[config.mk]
export PLATFORM = sky130hd
export DESIGN_NAME = hpe_step
export DESIGN_NICKNAME = d
export VERILOG_FILES = /design/src/rtl/core/hpe_pkg.sv /design/src/rtl/core/hpe_step.sv
export SDC_FILE = /design/constraint.sdc
export NUM_CORES = 2
export LEC_CHECK = 0
export ABC_AREA = 1
export BUFFER_PORTS_ARGS = -buffer_cell sky130_fd_sc_hd__buf_2
export CORE_ASPECT_RATIO = 1.2
export CORE_MARGIN = 8
export CORE_UTILIZATION = 60
export CTS_CLUSTER_DIAMETER = 100
export DETAILED_ROUTE_END_ITERATION = 16
export MAX_ROUTING_LAYER = met4
export PLACE_DENSITY = 0.78
export REMOVE_ABC_BUFFERS = 1
export SETUP_SLACK_MARGIN = 0.15
export SYNTH_ARGS = -nofsm -noshare
export SYNTH_HDL_FRONTEND = slang
export SYNTH_SLANG_ARGS = --single-unit
export TNS_END_PERCENT = 10
[constraint.sdc]
create_clock -name clock -period 24.1 [get_ports clock]
set_input_delay 4.82 -clock clock [delete_from_list [all_inputs] [get_ports clock]]
set_output_delay 4.82 -clock clock [all_outputs]
set_load 0.02 [all_outputs]
[src/rtl/core/hpe_pkg.sv]
// ----------------------------------------------------------------------------
// Horner polynomial evaluator package
// Shared widths, defaults and the item record passed between Horner steps.
// ----------------------------------------------------------------------------
package hpe_pkg;

   localparam int DATA_WIDTH         = 32;
   localparam int PROD_WIDTH         = 2 * DATA_WIDTH;
   localparam int NUM_COEFFS         = 8;
   localparam int CSR_INDEX_WIDTH    = $clog2(NUM_COEFFS);
   localparam int DEFAULT_MAX_DEGREE = 7;
   localparam int DEFAULT_FRAC_BITS  = 16;

   typedef logic signed [DATA_WIDTH-1:0] data_type;

   typedef struct packed {
      data_type point;
      data_type acc;
      logic     sat;
   } hpe_item_type;

endpackage

[src/rtl/core/hpe_step.sv]
// ----------------------------------------------------------------------------
// Horner step
// One multiply-shift-add step in two register stages: the full product is
// registered, then shifted, summed with the coefficient and saturated.
// ----------------------------------------------------------------------------
module hpe_step #(
   parameter int FRAC_BITS = hpe_pkg::DEFAULT_FRAC_BITS
) (
   input  logic                 clock,
   input  logic                 reset,
   input  logic                 in_valid,
   output logic                 in_ready,
   input  hpe_pkg::hpe_item_type in_item,
   input  hpe_pkg::data_type    coeff,
   output logic                 out_valid,
   input  logic                 out_ready,
   output hpe_pkg::hpe_item_type out_item
);
   import hpe_pkg::*;

   logic                         mul_valid_ff, mul_valid_in;
   logic                         mul_ready;
   logic signed [PROD_WIDTH-1:0] prod_ff, prod_in;
   data_type                     mul_point_ff;
   logic                         mul_sat_ff;

   logic                         add_valid_ff, add_valid_in;
   logic                         add_ready;
   hpe_item_type                 add_item_ff, add_item_in;

   logic signed [PROD_WIDTH-1:0] shifted;
   logic signed [PROD_WIDTH-1:0] sum;
   logic                         overflow;

   assign add_ready = !add_valid_ff || out_ready;
   assign mul_ready = !mul_valid_ff || add_ready;
   assign in_ready  = mul_ready;

   assign prod_in      = PROD_WIDTH'(in_item.acc) * PROD_WIDTH'(in_item.point);
   assign mul_valid_in = mul_ready ? in_valid : mul_valid_ff;

   always_ff @(posedge clock) begin
      if (reset) begin
         mul_valid_ff <= 1'b0;
      end else begin
         mul_valid_ff <= mul_valid_in;
      end
   end

   always_ff @(posedge clock) begin
      if (mul_ready && in_valid) begin
         prod_ff      <= prod_in;
         mul_point_ff <= in_item.point;
         mul_sat_ff   <= in_item.sat;
      end
   end

   assign shifted  = prod_ff >>> FRAC_BITS;
   assign sum      = shifted + PROD_WIDTH'(coeff);
   assign overflow = !((&sum[PROD_WIDTH-1:DATA_WIDTH-1]) || !(|sum[PROD_WIDTH-1:DATA_WIDTH-1]));

   always_comb begin
      add_item_in.point = mul_point_ff;
      add_item_in.sat   = mul_sat_ff || overflow;
      if (!overflow) begin
         add_item_in.acc = sum[DATA_WIDTH-1:0];
      end else if (sum[PROD_WIDTH-1]) begin
         add_item_in.acc = {1'b1, {(DATA_WIDTH-1){1'b0}}};
      end else begin
         add_item_in.acc = {1'b0, {(DATA_WIDTH-1){1'b1}}};
      end
   end

   assign add_valid_in = add_ready ? mul_valid_ff : add_valid_ff;

   always_ff @(posedge clock) begin
      if (reset) begin
         add_valid_ff <= 1'b0;
      end else begin
         add_valid_ff <= add_valid_in;
      end
   end

   always_ff @(posedge clock) begin
      if (add_ready && mul_valid_ff) begin
         add_item_ff <= add_item_in;
      end
   end

   assign out_valid = add_valid_ff;
   assign out_item  = add_item_ff;

endmodule

==> results.md <==
- Final TNS setup: 0 ps
- Initial Utilization: 60.6%
- CTS max path bufs: 2
- Vias in the first global route: 40,000
- Post-Synth Adder-Cell Area: 52.8%
- Worst setup EP type: flip-flop
- FP Rows: 111
- GRT Residual Overflow: 0
- Met1 usage: 37.0%
- # hold bufs at CTS: 0
- H-tree depth: 4
- RSZ-0062 raised after global routing: false
- Worst-skew pair later-pin latency: 460 ps
- Largest net degree at the start of global routing: 66
- Top-count cell post-synth: inv_1
- # Post-CTS Setup Buffers: 0
- Final Cycle Share: 53.2%
- Largest family of logic cells by synthesized area: adder cells
- Max stage delay on crit path: 970 ps
- WL per Instance: 19.2 um
- Final count of negative-setup-slack endpoints: 0
- P&R area growth vs syn: 4.65%
- Yosys cell types: 38
- CP Max Fanout: 33
- Antenna Violating Nets Remaining: 0
- Post-synthesis mux area share: 0%
- CTS Sinks: 148
- Most common flop cell mapped by yosys: edfxtp_1
- Placed instance count: 6,788
- Mapped Area: 46,400 um2
- Fraction of registers with async set/reset: 0%
- Library cell with the largest summed area after synthesis: fa_1
- Root Buffer: clkbuf_16
- Worst path slowest cell: fa_1
- Initial antenna violation count: 2
- Critical path arrival: 13,020 ps
- Antenna cells: 0
- Simple-Gate Fraction of Synth Area: 17.0%
- First-pass iteration count of the detailed router: 6
- Register area share after synthesis: 9.54%
- Placer Congestion: 1.05
- Max_cap viols: 0
- Drt via density: 5.35
- CTS tree: done
- Worst rel slew slack: 28.1%
- Synth warn: 0
- CORE AREA: 76,500 um2
- Ranking of synthesized cells by area: fa_1, inv_1, nand2_1
- Final Hold Vio Count: 0
- Die X: 270 um
- Met2 Usage GRT: 55.5%
- Starting DRT DRC Count: 2,964
- Synth Area in Compound Gates: 2.85%
- CP required: 24,300 ps
- DR DRC count: 0
- Clock-pin slew on the worst setup and hold paths: 70 ps
- Chip Height: 321 um
- Final slew viol count: 0
- Synth top area share: 46.7%
- Setup Skew: 20.4 ps
- # IOs: 168
- GR peak layer: met2
- Setup CP Type: input port to flip-flop
- Post-synth EDFFs: 146
- Layout cells sized above 1: 4.58%
- # nets final: 7,201
- CP startpoint kind: input port
- Post_cts resized: 0
- FMAX: 78.0 MHz
- Port bufs: 167
- Cell Chain, Critical Path: buf_2 -> nand2_1 -> inv_1 -> fa_1 -> fa_1 -> fa_1 -> inv_1 -> fa_1 -> inv_1 -> fa_1 -> fa_1 -> inv_1 -> fa_1 -> fa_1 -> inv_1 -> ha_1 -> a21oi_1 -> inv_1 -> a21oi_1 -> a21boi_0 -> o221ai_1 -> a21oi_1 -> nand2_1 -> xor2_1
- Syn Inst Count: 5,775
- Number of CTS-inserted buffers: 17
- Min-Delay Path Class: flip-flop to flip-flop
- Status: finished, final reports clean
- Syn avg cell area: 8.03 um2
- CP top delay family: adder cells
- Cell Count, Final, Fillers Out: 6,820
- GRT met3 Usage: 4.48%
- WP buf/inv: 7
- Post-layout min period: 12,820 ps
- Worst-Margin Slew: 1080 ps
- First-pass GRT wire length: 212,000 um
- Synth cell count leaders: inv_1, nand2_1, fa_1
- Total GRT Usage: 32.0%
- Synth Area in XOR/XNOR: 1.74%
- Final Core Density: 63.5%
- CP dominant cell by count: fa_1
- Die ar.: 86,500 um2
- Final HPWL DP: 107,000 um
- Post-synthesis register bit count: 148
- Vias: 36,500
- Routed wire length: 131,000 um
-- worst register-to-register path, cell delays in order (launching register included) --
cell	delay, ps
edfxtp_1	360
ha_1	250
inv_1	80
fa_1	410
inv_1	190
nand3_1	110
nand2_2	180
nand2_1	70
nand2_1	170
nand2_1	100
nand2_2	110
nand2_2	90
nand2_1	110
nand2_1	60
nand2_1	150
xor2_1	470
nor2_1	130
nand3_2	130
nand2_2	360
nand2_1	220
nand2_1	70
-- cell type report --
| cell class | instances | area, um2 |
|---|---|---|
| Multi-Input combinational cell | 3654 | 34500 |
| Fill cell | 6544 | 28000 |
| Inverter | 1775 | 6660 |
| Sequential cell | 148 | 4420 |
| Tap cell | 1017 | 1270 |
| Timing Repair Buffer | 194 | 1040 |
| Clock buffer | 17 | 425 |
| Clock inverter | 15 | 188 |
-- cell usage in the layout, fill, tap and decap left out, drive strengths merged, types with 21 or more instances in the layout --
cell and instances:
xor2 61, o21ai 45, nand4 40, inv 1778, nor3 21, fa 1082, nand3 66, nor2 229
xnor2 31, edfxtp 146, nand2 1645, a21oi 133, buf 194, ha 228
-- through the flow --
| stage | cell area [um2] | worst slack (ps) | hold WS [ps] |
|---|---|---|---|
| 2_1_floorplan | 45600 | 12390 | 400 |
| 3_3_place_gp | 47900 | 10980 | 401 |
| 3_5_place_dp | 47900 | 10850 | 405 |
| 4_1_cts | 48600 | 11310 | 419 |
| 5_1_grt | 48600 | 10830 | 425 |
| 6_report | 48600 | 11280 | 418 |
-- routing by layer --
| layer | up-vias | part of all wire, % |
|---|---|---|
| li1 | 16300 | - |
| met1 | 18100 | 37 |
| met2 | 1753 | 51 |
| met3 | 408 | 7.6 |
| met4 | 0 | 5.0 |
| met5 | - | 0 |
-- logic make-up (layout without fill, tap and decap cells) --
group,count (synthesis),in the layout
and+or+nand+nor,2015,2015
xor gates and xnor gates,92,92
buffers and inverters,1973,2001
adders and majority gates,1310,1310
DFF,148,148
AOI/OAI and AO/OA,237,237
-- final timing paths --
kind / start / endpoint / slack, ps / cells past startpoint
max: in_item[35] / prod_ff[59] / 11280 / 24
min: mul_point_ff[0] / out_item[33] / 420 / 0
max reg2reg: prod_ff[16] / out_item[4] / 20020 / 20
min reg2reg: mul_point_ff[0] / out_item[33] / 420 / 0
-- state kept, by name, indices dropped and copies added, names as in the netlist --
signal,cells
mul_sat_ff,1
out_item,65
mul_point_ff,32
mul_valid_ff,1
prod_ff,48
out_valid,1
Power is left out: the tool's default activity adds up to more than one toggle a clock period on the data nets, which glitch-free logic cannot reach.
